<file path="src/rtl/fscu_pkg.sv">
// fscu_pkg: types, bit positions, codes and helper functions for the fpu status unit
// no dependencies; used by fpu_status_condition_unit
package fscu_pkg;

    // operation selector carried with each transaction
    typedef enum logic [1:0] {
        MODE_RECORD = 2'd0,
        MODE_TEST   = 2'd1,
        MODE_CLEAR  = 2'd2
    } t_mode;

    // trap codes in priority order
    typedef enum logic [2:0] {
        TRAP_NONE  = 3'd0,
        TRAP_SNAN  = 3'd1,
        TRAP_BSUN  = 3'd2,
        TRAP_OPERR = 3'd3,
        TRAP_OVFL  = 3'd4,
        TRAP_UNFL  = 3'd5,
        TRAP_DZ    = 3'd6,
        TRAP_INEX  = 3'd7
    } t_trap;

    // base predicate codes (low three bits of the predicate)
    typedef enum logic [2:0] {
        PRED_F   = 3'd0,
        PRED_EQ  = 3'd1,
        PRED_OGT = 3'd2,
        PRED_OGE = 3'd3,
        PRED_OLT = 3'd4,
        PRED_OLE = 3'd5,
        PRED_OGL = 3'd6,
        PRED_OR  = 3'd7
    } t_pred;

    // exception byte bit positions
    localparam int unsigned EXB_BSUN  = 7;
    localparam int unsigned EXB_SNAN  = 6;
    localparam int unsigned EXB_OPERR = 5;
    localparam int unsigned EXB_OVFL  = 4;
    localparam int unsigned EXB_UNFL  = 3;
    localparam int unsigned EXB_DZ    = 2;
    localparam int unsigned EXB_INEX2 = 1;
    localparam int unsigned EXB_INEX1 = 0;

    // accrued byte bit positions
    localparam int unsigned ACB_IOP  = 4;
    localparam int unsigned ACB_OVFL = 3;
    localparam int unsigned ACB_UNFL = 2;
    localparam int unsigned ACB_DZ   = 1;
    localparam int unsigned ACB_INEX = 0;

    // condition nibble bit positions
    localparam int unsigned CC_N   = 3;
    localparam int unsigned CC_Z   = 2;
    localparam int unsigned CC_I   = 1;
    localparam int unsigned CC_NAN = 0;

    // bit 4 of the predicate marks a signalling test
    localparam int unsigned PRED_SIGNAL = 4;
    // bit 3 of the predicate selects the complemented half
    localparam int unsigned PRED_INVERT = 3;

    typedef struct packed {
        t_mode       mode;
        logic [4:0]  predicate;
        logic [31:0] next_pc;
        logic [3:0]  result_class;
        logic [4:0]  host_flags;
        logic [7:0]  extra_exceptions;
    } t_in_item;

    typedef struct packed {
        logic        condition_true;
        logic [2:0]  trap_code;
        logic [3:0]  status_cond;
        logic [7:0]  exception_status;
        logic [4:0]  accrued_status;
        logic [31:0] instr_address;
    } t_out_item;

    // one of the eight base relations over the condition flags
    function automatic logic base_predicate(input logic [2:0] code, input logic n,
                                            input logic z, input logic nan);
        logic r;
        unique case (t_pred'(code))
            PRED_F:   r = 1'b0;
            PRED_EQ:  r = z;
            PRED_OGT: r = !nan && !z && !n;
            PRED_OGE: r = z || (!nan && !n);
            PRED_OLT: r = !nan && n && !z;
            PRED_OLE: r = z || (!nan && n);
            PRED_OGL: r = !nan && !z;
            PRED_OR:  r = !nan;
            default:  r = 1'b0;
        endcase
        return r;
    endfunction

    // highest priority enabled exception
    function automatic t_trap pick_trap(input logic [7:0] pending);
        t_trap t;
        priority if (pending[EXB_SNAN])                      t = TRAP_SNAN;
        else if (pending[EXB_BSUN])                          t = TRAP_BSUN;
        else if (pending[EXB_OPERR])                         t = TRAP_OPERR;
        else if (pending[EXB_OVFL])                          t = TRAP_OVFL;
        else if (pending[EXB_UNFL])                          t = TRAP_UNFL;
        else if (pending[EXB_DZ])                            t = TRAP_DZ;
        else if (pending[EXB_INEX1] || pending[EXB_INEX2])   t = TRAP_INEX;
        else                                                 t = TRAP_NONE;
        return t;
    endfunction

endpackage

</file>
<file path="src/rtl/fpu_status_condition_unit.sv">
// fpu_status_condition_unit: status, accrued and trap logic plus predicate test
// depends on fscu_pkg for transaction types, bit positions and helper functions

// The unit takes one transaction per clock cycle and returns one result per
// transaction: an input register holds the transaction, the status update and
// predicate test are evaluated combinationally from it and the status
// registers, and the outcome is held in a result register. Throughput is set by
// that single read-modify-write of the status registers, so a full cycle rate
// is kept while downstream takes results; a stalled result register holds the
// input register, and the input side then stalls. The trap enable byte is
// written through i_cfg_we / i_cfg_wdata and should only change while no
// transaction is in flight.
module fpu_status_condition_unit (
    input  logic               i_clk,
    input  logic               i_rst_n,
    input  logic               i_cfg_we,
    input  logic [7:0]         i_cfg_wdata,
    input  logic               i_in_valid,
    output logic               o_in_stall,
    input  fscu_pkg::t_in_item i_in_data,
    output logic               o_out_valid,
    input  logic               i_out_stall,
    output fscu_pkg::t_out_item o_out_data
);
    import fscu_pkg::*;

    logic        r_trap_enable;
    logic [7:0]  r_trap_en;
    logic [3:0]  r_cond,   n_cond;
    logic [7:0]  r_exc,    n_exc;
    logic [4:0]  r_acc,    n_acc;
    logic [31:0] r_fault,  n_fault;

    logic        r_in_valid;
    t_in_item    r_in;
    logic        r_out_valid;
    t_out_item   r_out, n_out;

    logic        out_free;
    logic        advance;
    logic        in_take;

    // handshake flow between the two register stages
    assign out_free   = !r_out_valid || !i_out_stall;
    assign advance    = r_in_valid && out_free;
    assign in_take    = i_in_valid && !o_in_stall;
    assign o_in_stall = r_in_valid && !out_free;

    // configuration register
    always_ff @(posedge i_clk) begin
        if (!i_rst_n) begin
            r_trap_en     <= '0;
            r_trap_enable <= 1'b0;
        end else if (i_cfg_we) begin
            r_trap_en     <= i_cfg_wdata;
            r_trap_enable <= |i_cfg_wdata;
        end
    end

    // status update and predicate evaluation for the held transaction
    always_comb begin
        logic [7:0] ex;
        logic [7:0] pending;
        logic       nan;
        logic       bsun;
        logic       rel;
        logic [2:0] code;
        t_trap      trap;
        logic       cond_out;

        n_cond   = r_cond;
        n_exc    = r_exc;
        n_acc    = r_acc;
        n_fault  = r_fault;
        trap     = TRAP_NONE;
        cond_out = 1'b0;
        ex       = '0;
        pending  = '0;
        nan      = r_cond[CC_NAN];
        bsun     = 1'b0;
        rel      = 1'b0;
        code     = '0;

        unique case (r_in.mode)
            MODE_RECORD: begin
                ex      = r_exc | {2'b00, r_in.host_flags, 1'b0} | r_in.extra_exceptions;
                n_exc   = ex;
                n_cond  = r_in.result_class;
                if (ex[EXB_BSUN] || ex[EXB_SNAN] || ex[EXB_OPERR]) n_acc[ACB_IOP] = 1'b1;
                if (ex[EXB_OVFL]) n_acc[ACB_OVFL] = 1'b1;
                if (ex[EXB_UNFL] && ex[EXB_INEX2]) n_acc[ACB_UNFL] = 1'b1;
                if (ex[EXB_DZ]) n_acc[ACB_DZ] = 1'b1;
                if (ex[EXB_INEX1] || ex[EXB_INEX2] || ex[EXB_OVFL]) n_acc[ACB_INEX] = 1'b1;
                pending = ex & r_trap_en;
                if (r_trap_enable && (|pending)) begin
                    n_fault = r_in.next_pc;
                    trap    = pick_trap(pending);
                end
            end
            MODE_TEST: begin
                bsun = r_in.predicate[PRED_SIGNAL] && nan;
                if (bsun) begin
                    n_exc[EXB_BSUN] = 1'b1;
                    n_acc[ACB_IOP]  = 1'b1;
                    if (r_trap_en[EXB_BSUN]) begin
                        n_fault = r_in.next_pc;
                        trap    = TRAP_BSUN;
                    end
                end
                // upper half is the complement of the mirrored base relation
                code = r_in.predicate[PRED_INVERT] ? ~r_in.predicate[2:0]
                                                   : r_in.predicate[2:0];
                rel  = base_predicate(code, r_cond[CC_N], r_cond[CC_Z], nan);
                if (trap == TRAP_NONE) begin
                    cond_out = rel ^ r_in.predicate[PRED_INVERT];
                end
            end
            MODE_CLEAR: begin
                n_exc = '0;
            end
            default: begin
                // unused mode leaves the state alone
            end
        endcase

        n_out.condition_true   = cond_out;
        n_out.trap_code        = trap;
        n_out.status_cond      = n_cond;
        n_out.exception_status = n_exc;
        n_out.accrued_status   = n_acc;
        n_out.instr_address    = n_fault;
    end

    // status registers, updated as each transaction leaves the input stage
    always_ff @(posedge i_clk) begin
        if (!i_rst_n) begin
            r_cond  <= '0;
            r_exc   <= '0;
            r_acc   <= '0;
            r_fault <= '0;
        end else if (advance) begin
            r_cond  <= n_cond;
            r_exc   <= n_exc;
            r_acc   <= n_acc;
            r_fault <= n_fault;
        end
    end

    // input stage valid
    always_ff @(posedge i_clk) begin
        if (!i_rst_n) begin
            r_in_valid <= 1'b0;
        end else if (in_take) begin
            r_in_valid <= 1'b1;
        end else if (advance) begin
            r_in_valid <= 1'b0;
        end
    end

    // input stage payload
    always_ff @(posedge i_clk) begin
        if (in_take) begin
            r_in <= i_in_data;
        end
    end

    // result stage valid
    always_ff @(posedge i_clk) begin
        if (!i_rst_n) begin
            r_out_valid <= 1'b0;
        end else if (out_free) begin
            r_out_valid <= r_in_valid;
        end
    end

    // result stage payload
    always_ff @(posedge i_clk) begin
        if (advance) begin
            r_out <= n_out;
        end
    end

    assign o_out_valid = r_out_valid;
    assign o_out_data  = r_out;

endmodule

</file>
<file path="config.mk">
export PLATFORM = sky130hd
export DESIGN_NAME = fpu_status_condition_unit
export DESIGN_NICKNAME = d
export VERILOG_FILES = /design/src/rtl/fscu_pkg.sv /design/src/rtl/fpu_status_condition_unit.sv
export SDC_FILE = /design/constraint.sdc
export NUM_CORES = 1
export LEC_CHECK = 0
export BUFFER_PORTS_ARGS = -buffer_cell sky130_fd_sc_hd__buf_2
export CORE_UTILIZATION = 60
export CTS_CLUSTER_SIZE = 40
export DETAILED_ROUTE_END_ITERATION = 12
export GPL_TIMING_DRIVEN = 0
export HOLD_SLACK_MARGIN = 0.08
export PLACE_DENSITY_LB_ADDON = 0.15
export REMOVE_ABC_BUFFERS = 1
export SLEW_MARGIN = 0
export SYNTH_ARGS = -nofsm -noshare
export SYNTH_HDL_FRONTEND = slang
export SYNTH_SLANG_ARGS = --single-unit
</file>
<file path="constraint.sdc">
create_clock -name i_clk -period 9.8 [get_ports i_clk]
set_input_delay 0.49 -clock i_clk [delete_from_list [all_inputs] [get_ports i_clk]]
set_output_delay 0.49 -clock i_clk [all_outputs]
set_load 0.05 [all_outputs]
</file>
==> results.tsv, run 1 <==
stage	metric	value	unit
synthesis	yosysTopAreaCell	edfxtp_1	
synthesis	ys_top_cells_by_area	edfxtp_1 47%, dfxtp_1 17%, mux2_2 8.1%, nand2_1 3.6%, mux2i_1 2.7%	
grt	grt_overflow	0	
critical_path	path_cells	nor2_1, o311ai_4, nand2_2, mux2_2	
synthesis	ys_seq_elements	169	
sta	fin_skew	0.01623	ns
drt	routedLengthMet1	5986	um
pwr	p_sw_share	24.65	%
sta	rsz0062_at_grt	no	
pwr	comb_power_share	9.5	%
drt	vias	4808	
placed_design	gp_congestion	0.8175	
clock_tree	insertion_delay	0.43	ns
final_layout	layout-drive-gt1-share	32.39	%
clock_tree	cts_root_buf	clkbuf_16	
critical_path	crit_arrival	4.01	ns
final_layout	fillCellCount	732	
pwr	ir_drop	188.6	uV
grt	grt_usage	26.42	%
die	ios	124	
clock_tree	cts_hold_buf	0	
synthesis	synth_edf_count	109	
critical_path	r2r_end	o_out_data[24]	
sta	layout_setup_ws	5.964	ns
grt	grt_max_degree	89	
critical_path	reg2reg_setup_slack	5.96	ns
sta	hold_ws	0.2252	ns
clock_tree	clk_pin_slew	0.06	ns
critical_path	crit_path_start	r_in[54]	
pwr	internal_power	1.246	mW
die	die_h	109.7	um
sta	max-slew-margin-rel	10.99	%
critical_path	cp_top_family	simple AND/OR/NAND/NOR gates	
critical_path	critPathMaxFanout	33	
drt	wl_met2	7615	um
sta	fin_crit	3.836	ns
drt	first_iter_violations	410	
synthesis	synth.avg_cell_area	12.82	um2
die	rows	38	
critical_path	max_stage_delay	0.97	ns
synthesis	async_flop_share	0	%
synthesis	synth_top_area_share	47.01	%
synthesis	synthDistinctLibCells	46	
sta	final.setup.tns	0	ns
min_path	holdPathEnd	r_in[8]	
synthesis	seq_area_frac_synth	64.26	%
sta	slew_viol_final	0	
drt	wl_per_cell	18.34	um
grt	grt_antenna_before_repair	0	
die	die-area	0.01204	mm2
pwr	power.total	1.653	mW
drt	route.top_layer_used	met4	
synthesis	synth_area	0.006963	mm2
pwr	p_leak	3.328	nW
final_layout	layout_commonest_cell	buf_2	
synthesis	synth_ff_type	edfxtp_1	
critical_path	crit_path_end_kind	flip-flop	
grt	grt_pass1_vias	4757	
sta	worst_pin_slew	1.335	ns
placed_design	dp_hpwl	9082	um
sta	finalHoldViolations	0	
min_path	hold_start	i_in_data[8]	
job	maxCapViolCount	0	
critical_path	crit_slowest_cell	nor2_1	
critical_path	crit-reg2reg-launch	r_in[54]	
grt	grt_pass1_wl	23290	um
critical_path	critPathLaunchType	flip-flop	
drt	drcViolationCount	0	
sta	min_period_over_period	39.14	%
drt	met3_length	978	um
placed_design	dpl_worst_slack	6.089	ns
pwr	powerDensity	199.9	mW/mm2
final_layout	n_antenna_cell	0	
sta	setup_violations	0	
clock_tree	htreeDepth	4	
placed_design	port-buffer-count	123	
sta	clock.fmax	260.7	MHz
min_path	hold_class	in2reg	
clock_tree	cts_resized	0	
drt	viasPerCell	5.936	
status	status	complete, no violations	
final_layout	final_cells	810	
die	core	0.01108	mm2
min_path	holdPathStages	1	
clock_tree	cts_max_path_buffers	2	
critical_path	criticalPathCategory	reg2reg	
placed_design	placed_cells	778	
die	die_x	109.7	um
die	start_util	62.85	%
clock_tree	post_cts_buffers	0	
pwr	p_clk_share	40.6	%
synthesis	yosysWarnings	0	
final_layout	fin_nets	726	
pwr	switchingPower	407.6	uW
drt	drtAntennaViolNets	0	
clock_tree	cts_tree	built	
final_layout	final_cell_mix	122 x buf_2, 109 x edfxtp_1, 66 x nand2_1, 60 x dfxtp_1, 50 x mux2_2	
synthesis	netlist_instances	543	
critical_path	r2r_cells	4	
clock_tree	cts_num_sinks	169	
drt	dr.pass1.iters	6	
clock_tree	cts_buffers	17	
critical_path	worstPathRequired	9.98	ns
drt	wl	14860	um
critical_path	crit_cells	4	
pwr	pwr-share-seq	49.8	%
final_layout	area_growth	18.80	%
critical_path	crit_buf_inv	0	
cell usage after synthesis, types with 4 or more instances:
library cell,n
o21ai_0,24
o22ai_1,6
a21o_1,4
a21oi_1,26
nor2_1,16
or3_1,4
clkbuf_1,21
nor3_1,5
mux2i_1,19
a32o_1,16
buf_2,6
o21a_1,19
edfxtp_1,109
nor2b_1,15
mux2_2,50
dfxtp_1,60
inv_1,18
a22oi_1,5
a21boi_0,10
nand2_1,66
o211a_1,4
kinds of logic (layout without fill, tap and decap cells):
group	after synthesis	in the layout	share of synthesized area (%)
AOI/OAI and AO/OA	131	131	13.57
buffers and inverters	49	176	2.911
muxes	72	72	11.30
DFF	169	169	64.26
and+or+nand+nor	122	122	7.960
worst max-delay path by stage:
stage	endpoint	slack, ns
global route	o_out_data[24]	5.82
detailed placement	o_out_data[24]	6.09
floorplan	r_in[0]	5.87
global placement	r_in[39]	4.79
finish	o_out_data[24]	5.96
CTS	o_out_data[24]	6.02
metal layers:
metal  up-vias  GRT usage, %
li1       2242             -
met1      2325         31.80
met4         0         11.14
met2       210         44.03
met5         -             0
met3        31         8.180
state kept, by name, summed over array words and instances (netlist names):
register / count
r_trap_enable: 1
r_in_valid: 1
r_in: 56
o_out_data: 53
o_out_valid: 1
r_cond: 4
r_acc: 5
r_exc: 8
r_fault: 32
r_trap_en: 8
area by class of cell:
class                      instances  area [um2]  share of cell area (%)
multi-input combinational        325        2296                   27.76
clock buffer                      19       454.2                   5.491
clock inverter                    13       141.4                   1.709
sequential                       169        4474                   54.09
tap                              140       175.2                   2.118
inverter                          19       72.57                  0.8773
timing repair buffer             125       658.1                   7.956
per-stage QoR:
step / utilization, % / instance area (um2)
floorplan: - / 6832
global placement: 68.81 / 7622
detailed placement: 69.27 / 7674
CTS: 74.64 / 8269
global route: 74.67 / 8272
finish: 74.67 / 8272
power by group through the flow:
stage          Sequential (mW)  Combinational (mW)  Clock [mW]
2_1_floorplan            0.874              0.0650           0
3_3_place_gp             0.838               0.149           0
3_5_place_dp             0.838               0.156           0
4_1_cts                  0.824               0.158       0.682
5_1_grt                  0.828               0.169       0.709
6_report                 0.824               0.157       0.672
Note: power is estimated with default switching activity, not from simulation.
==> inputs of run 2 (changes only) <==
--- a/config.mk
+++ b/config.mk
@@ -6,7 +6,7 @@
 export NUM_CORES = 1
 export LEC_CHECK = 0
 export BUFFER_PORTS_ARGS = -buffer_cell sky130_fd_sc_hd__buf_2
-export CORE_UTILIZATION = 60
+export CORE_UTILIZATION = 50
 export CTS_CLUSTER_SIZE = 40
 export DETAILED_ROUTE_END_ITERATION = 12
 export GPL_TIMING_DRIVEN = 0
==> constraint.sdc (replaced) <==
create_clock -name i_clk -period 3.35 [get_ports i_clk]
set_input_delay 0.1675 -clock i_clk [delete_from_list [all_inputs] [get_ports i_clk]]
set_output_delay 0.1675 -clock i_clk [all_outputs]
set_load 0.05 [all_outputs]
==> run 2 against run 1 <==
Against the previous run: core utilization shrank 7.7 points; combinational power grew to 3.4 times the previous value; hold slack lost 0.087 ns; clock skew shrank 0.0045 ns; final cell count grew 13%; sequential power grew to 2.9 times the previous value; clock power grew to 2.7 times the previous value; cell area grew 8.5%; critical path depth grew 1; critical endpoint is now o_out_data[10]; largest cell class unchanged.
==> results.tsv, run 2 (synthesis results as in run 1) <==
stage	metric	value	unit	change
status	status	complete, no violations		
grt	grt_usage	22.89	%	-3.5 points
die	ios	124		unchanged
placed_design	dp_hpwl	8929	um	-1.7%
critical_path	crit_arrival	3.25	ns	-0.76 ns
final_layout	n_antenna_cell	0		unchanged
clock_tree	cts_root_buf	clkbuf_16		
sta	setup_violations	0		unchanged
critical_path	critPathMaxFanout	32		-3.0%
sta	fin_crit	3.082	ns	-0.7536 ns
drt	drcViolationCount	0		unchanged
placed_design	dpl_worst_slack	-0.4973	ns	-6.587 ns
grt	grt_antenna_before_repair	0		unchanged
drt	first_iter_violations	444		+8.3%
grt	grt_max_degree	89		unchanged
die	die_x	120.0	um	+9.4%
pwr	ir_drop	409.4	uV	+120%
final_layout	largest-register	r_in		
critical_path	criticalPathCategory	reg2reg		
critical_path	critPathLaunchType	flip-flop		
critical_path	crit_buf_inv	0		unchanged
sta	worst_pin_slew	0.9835	ns	-0.3517 ns
placed_design	gp_congestion	0.7571		-7.4%
final_layout	largest_reg_flops	56		unchanged
clock_tree	cts_num_sinks	169		unchanged
pwr	p_leak	3.583	nW	+7.7%
clock_tree	htreeDepth	4		unchanged
clock_tree	clk_pin_slew	0.07	ns	about the same
pwr	comb_power_share	11.2	%	+1.7 points
final_layout	fin_area	0.008971	mm2	+8.5%
drt	wl	16060	um	+8.1%
critical_path	path_cells	o31ai_1, nand3_1, o311ai_4, nand2_4, mux2_1		
die	die_h	120.0	um	+9.4%
min_path	hold_class	in2reg		
grt	grt_pass1_vias	5122		+7.7%
final_layout	final_util	66.95	%	-7.7 points
drt	wl_per_cell	17.57	um	-4.2%
grt	grt_overflow	0		unchanged
clock_tree	insertion_delay	0.42	ns	about the same
final_layout	layout_commonest_cell	buf_2		
die	die-area	0.01440	mm2	+20%
critical_path	crit_path_end_kind	flip-flop		
final_layout	fin_nets	794		+9.4%
sta	max-slew-margin-rel	34.44	%	+23 points
placed_design	dpl_cell_area	0.007726	mm2	+0.68%
pwr	p_sw_share	24.99	%	+0.34 points
sta	clock.fmax	324.5	MHz	+24%
die	core	0.01340	mm2	+21%
drt	vias	5054		+5.1%
sta	min_period_over_period	92.00	%	+53 points
pwr	switchingPower	1.188	mW	+190%
die	start_util	51.96	%	-11 points
critical_path	cp_top_family	compound AO/OA/AOI/OAI gates		
sta	slew_viol_final	0		unchanged
clock_tree	cts_tree	built		
clock_tree	cts_max_path_buffers	2		unchanged
sta	rsz0062_at_grt	no		
grt	grt_pass1_wl	25220	um	+8.3%
pwr	internal_power	3.566	mW	+190%
final_layout	final_cell_mix	122 x buf_2, 109 x edfxtp_1, 66 x nand2_1, 66 x dlygate4sd3_1, 60 x dfxtp_1		
sta	layout_setup_ws	0.2679	ns	-5.696 ns
placed_design	port-buffer-count	123		unchanged
critical_path	max_stage_delay	0.69	ns	-0.28 ns
final_layout	area_growth	28.84	%	
drt	viasPerCell	5.530		-6.8%
critical_path	crit_slowest_cell	o311ai_4		
critical_path	worstPathRequired	3.52	ns	-6.46 ns
sta	hold_ws	0.1380	ns	-0.08721 ns
sta	finalHoldViolations	0		unchanged
clock_tree	cts_buffers	17		unchanged
die	rows	42		+11%
drt	dr.pass1.iters	5		-1
pwr	power.total	4.754	mW	+190%
pwr	powerDensity	529.9	mW/mm2	+170%
pwr	p_clk_share	38.1	%	-2.5 points
sta	fin_skew	0.01174	ns	-0.004488 ns
drt	drtAntennaViolNets	0		unchanged
pwr	pwr-share-seq	50.7	%	+0.9 points
job	maxCapViolCount	0		unchanged
final_layout	layout-drive-gt1-share	29.27	%	-3.1 points
-- run 2: final timing paths --
kind,slack [ns],cells after the start,endpoint,from
setup / recovery,0.27,5,o_out_data[10],r_in[12]
hold / removal,0.14,2,r_trap_enable,i_cfg_we
setup reg to reg,0.27,5,o_out_data[10],r_in[12]
hold reg to reg,0.46,2,r_fault[7],r_fault[7]
-- run 2: cell type report --
class	instances	area, um2
tap	176	220.2
inverter	19	72.57
multi-input combinational	326	2325
fill	1011	4429
clock inverter	13	105.1
sequential	169	4474
clock buffer	19	432.9
timing repair buffer	192	1341
-- run 2: power groups by stage --
stage	combinational, mW	clock [mW]	sequential (mW)
floorplan	0.190	0	2.56
global placement	0.440	0	2.45
detailed placement	0.460	0	2.45
CTS	0.522	1.83	2.41
global route	0.574	1.93	2.42
finish	0.533	1.81	2.41
-- run 2: what timing repair did --
item / in CTS / in global routing
hold buffers: 66 / 0
endpoints found under the hold margin: 67 / 0
endpoints found under the setup margin: 32 / 32
pin swaps: 0 / 1
setup buffers: 0 / 1
gates resized for setup: 2 / 1
cloned: 0 / 1
-- run 2: layer usage --
metal  vias to the layer above  share of wire (%)  track usage (%)  wire length, um
met2                       186                 52            40.09             8276
met3                        21                6.2            6.036             1003
met5                         -                  0                0                0
met4                         0                1.7            7.500              269
met1                      2462                 41            27.15             6513
li1                       2385                  -                -                -
-- run 2: through the flow --
| stage | setup TNS (ns) | cells |
|---|---|---|
| floorplan | -32.71 | 513 |
| global placement | -137.51 | 812 |
| detailed placement | -15.38 | 814 |
| CTS | 0 | 912 |
| global route | 0 | 914 |
| finish | 0 | 914 |
==> inputs of run 3 (changes only) <==
--- a/config.mk
+++ b/config.mk
@@ -6,7 +6,8 @@
 export NUM_CORES = 1
 export LEC_CHECK = 0
 export BUFFER_PORTS_ARGS = -buffer_cell sky130_fd_sc_hd__buf_2
-export CORE_UTILIZATION = 50
+export CORE_UTILIZATION = 52
+export CTS_BUF_LIST = sky130_fd_sc_hd__clkbuf_8
 export CTS_CLUSTER_SIZE = 40
 export DETAILED_ROUTE_END_ITERATION = 12
 export GPL_TIMING_DRIVEN = 0
==> run 3 against run 2 <==
Against the previous run: clock skew grew 0.0025 ns; core utilization grew 2.1 points; clock power shrank 15%; final cell count shrank 0.33%; via count shrank 1.2%; first-iteration DRC count grew 7.7%; sequential share of layout area grew 0.63 points; combinational power is essentially flat; hold slack gained 0.023 ns; critical path type unchanged; largest cell class unchanged; largest power group unchanged; highest routed layer unchanged.
==> results.tsv, run 3 (synthesis results as in run 1) <==
stage	metric	value	unit	change
status	status	complete, no violations		
drt	drtAntennaViolNets	0		unchanged
placed_design	dpl_worst_slack	-0.5279	ns	-0.03067 ns
sta	worst_pin_slew	0.9907	ns	+0.007253 ns
grt	grt_pass1_vias	5163		+0.80%
final_layout	largest-register	r_in		
pwr	internal_power	3.300	mW	-7.5%
sta	rsz0062_at_grt	no		
grt	grt_antenna_before_repair	0		unchanged
final_layout	fin_nets	795		+0.13%
min_path	hold_start	i_cfg_we		
drt	first_iter_violations	478		+7.7%
final_layout	largest_reg_flops	56		unchanged
min_path	hold_class	in2reg		
clock_tree	clk_pin_slew	0.09	ns	+0.02 ns
clock_tree	htreeDepth	4		unchanged
clock_tree	cts_buffers	17		unchanged
pwr	ir_drop	486.0	uV	+19%
placed_design	port-buffer-count	123		unchanged
sta	max-slew-margin-rel	33.81	%	-0.62 points
sta	hold_ws	0.1614	ns	+0.02342 ns
grt	grt_overflow	0		unchanged
sta	final.setup.tns	0	ns	unchanged
sta	layout_setup_ws	0.3209	ns	+0.05293 ns
sta	finalHoldViolations	0		unchanged
pwr	switchingPower	1.169	mW	-1.6%
placed_design	dp_hpwl	8922	um	about the same
pwr	pwr-share-seq	53.8	%	+3.1 points
grt	grt_pass1_wl	24870	um	-1.4%
grt	grt_usage	23.11	%	+0.22 points
clock_tree	cts_num_sinks	169		unchanged
placed_design	gp_congestion	0.7794		+2.9%
sta	setup_violations	0		unchanged
pwr	p_sw_share	26.16	%	+1.2 points
die	die_x	117.7	um	-1.9%
min_path	holdPathStages	3		+1
pwr	p_clk_share	34.3	%	-3.8 points
critical_path	crit-reg2reg-launch	r_in[8]		
pwr	p_leak	3.539	nW	-1.2%
critical_path	crit_path_end_kind	flip-flop		
sta	slew_viol_final	0		unchanged
pwr	powerDensity	504.5	mW/mm2	-4.8%
critical_path	crit_arrival	3.25	ns	about the same
critical_path	criticalPathCategory	reg2reg		
final_layout	layout_commonest_cell	buf_2		
clock_tree	cts_max_path_buffers	2		unchanged
critical_path	reg2reg_setup_slack	0.32	ns	+0.05 ns
drt	viasPerCell	5.481		-0.88%
die	die_h	117.7	um	-1.9%
sta	min_period_over_period	90.42	%	-1.6 points
critical_path	critPathMaxFanout	32		unchanged
drt	wl	15880	um	-1.1%
min_path	holdPathEnd	r_trap_en[1]		
critical_path	r2r_cells	5		unchanged
job	maxCapViolCount	0		unchanged
drt	wl_per_cell	17.43	um	-0.81%
final_layout	n_antenna_cell	0		unchanged
critical_path	r2r_end	o_out_data[10]		
die	start_util	54.29	%	+2.3 points
final_layout	final_util	69.07	%	+2.1 points
grt	grt_max_degree	89		unchanged
die	core	0.01282	mm2	-4.3%
critical_path	critPathLaunchType	flip-flop		
sta	fin_crit	3.029	ns	-0.05293 ns
placed_design	placed_cells	810		-0.49%
final_layout	final_cell_mix	122 x buf_2, 109 x edfxtp_1, 67 x dlygate4sd3_1, 66 x nand2_1, 60 x dfxtp_1		
die	ios	124		unchanged
drt	vias	4993		-1.2%
critical_path	worstPathRequired	3.57	ns	+0.05 ns
drt	dr.pass1.iters	4		-1
final_layout	area_growth	27.22	%	
drt	drcViolationCount	0		unchanged
clock_tree	insertion_delay	0.46	ns	+0.04 ns
sta	clock.fmax	330.1	MHz	+1.7%
final_layout	layout-drive-gt1-share	29.91	%	+0.64 points
clock_tree	cts_tree	built		
sta	fin_skew	0.01423	ns	+0.002487 ns
die	rows	41		-2.4%
final_layout	final_cells	911		-0.33%
die	die-area	0.01386	mm2	-3.8%
clock_tree	cts_root_buf	clkbuf_8		
pwr	comb_power_share	12.0	%	+0.8 points
==> run 3: worst max path at each step <==
stage,startpoint,to,cells after the start
6_report,r_in[8],o_out_data[10],5
5_1_grt,r_in[12],o_out_data[3],5
4_1_cts,r_in[8],o_out_data[23],5
3_5_place_dp,r_in[54],o_out_data[2],4
3_3_place_gp,r_in_valid,r_in[40],2
2_1_floorplan,o_out_valid,r_in[0],2
==> run 3: final cells by class <==
cell class,instances,area [um2]
clock buffers,17,234.0
multi-input cells,326,2325
well taps,172,215.2
inverters,19,72.57
repair buffers,193,1351
flip-flops and latches,169,4474
clock inverters,15,186.4
fillers,926,3966
==> run 3: repair_timing <==
item                                    CTS  global route
hold buffers                             67             0
pin swaps                                 1             1
hold endpoints to repair                 67             0
gates cloned                              0             1
resized for setup                         2             1
buffers inserted                          0             1
endpoints found under the setup margin   32            32
==> run 3: per-layer routing <==
layer | global-route usage [%] | vias up | wire (um) | part of all wire (%)
li1 | - | 2377 | - | -
met1 | 27.17 | 2456 | 6647 | 42
met2 | 40.70 | 143 | 8144 | 51
met3 | 5.814 | 17 | 853 | 5.4
met4 | 8.333 | 0 | 236 | 1.5
met5 | 0 | - | 0 | 0
==> run 3: critical path, cell delays in order, from the launching register on <==
cell and delay, ns:
edfxtp_1 0.38, or3_1 0.48, a211o_4 0.42, o311ai_4 0.57
nand2_4 0.44, mux2_1 0.44
==> run 3: stage by stage <==
stage / power (mW) / instance area (um2)
2_1_floorplan: 2.746 / 6832
3_3_place_gp: 2.891 / 7662
3_5_place_dp: 2.910 / 7721
4_1_cts: 4.485 / 8820
5_1_grt: 4.619 / 8859
6_report: 4.469 / 8859
==> run 3: power groups by stage <==
stage	combinational [mW]	sequential (mW)	clock, mW
2_1_floorplan	0.190	2.56	0
5_1_grt	0.572	2.42	1.63
3_5_place_dp	0.460	2.45	0
6_report	0.534	2.40	1.53
3_3_place_gp	0.439	2.45	0
4_1_cts	0.523	2.40	1.56
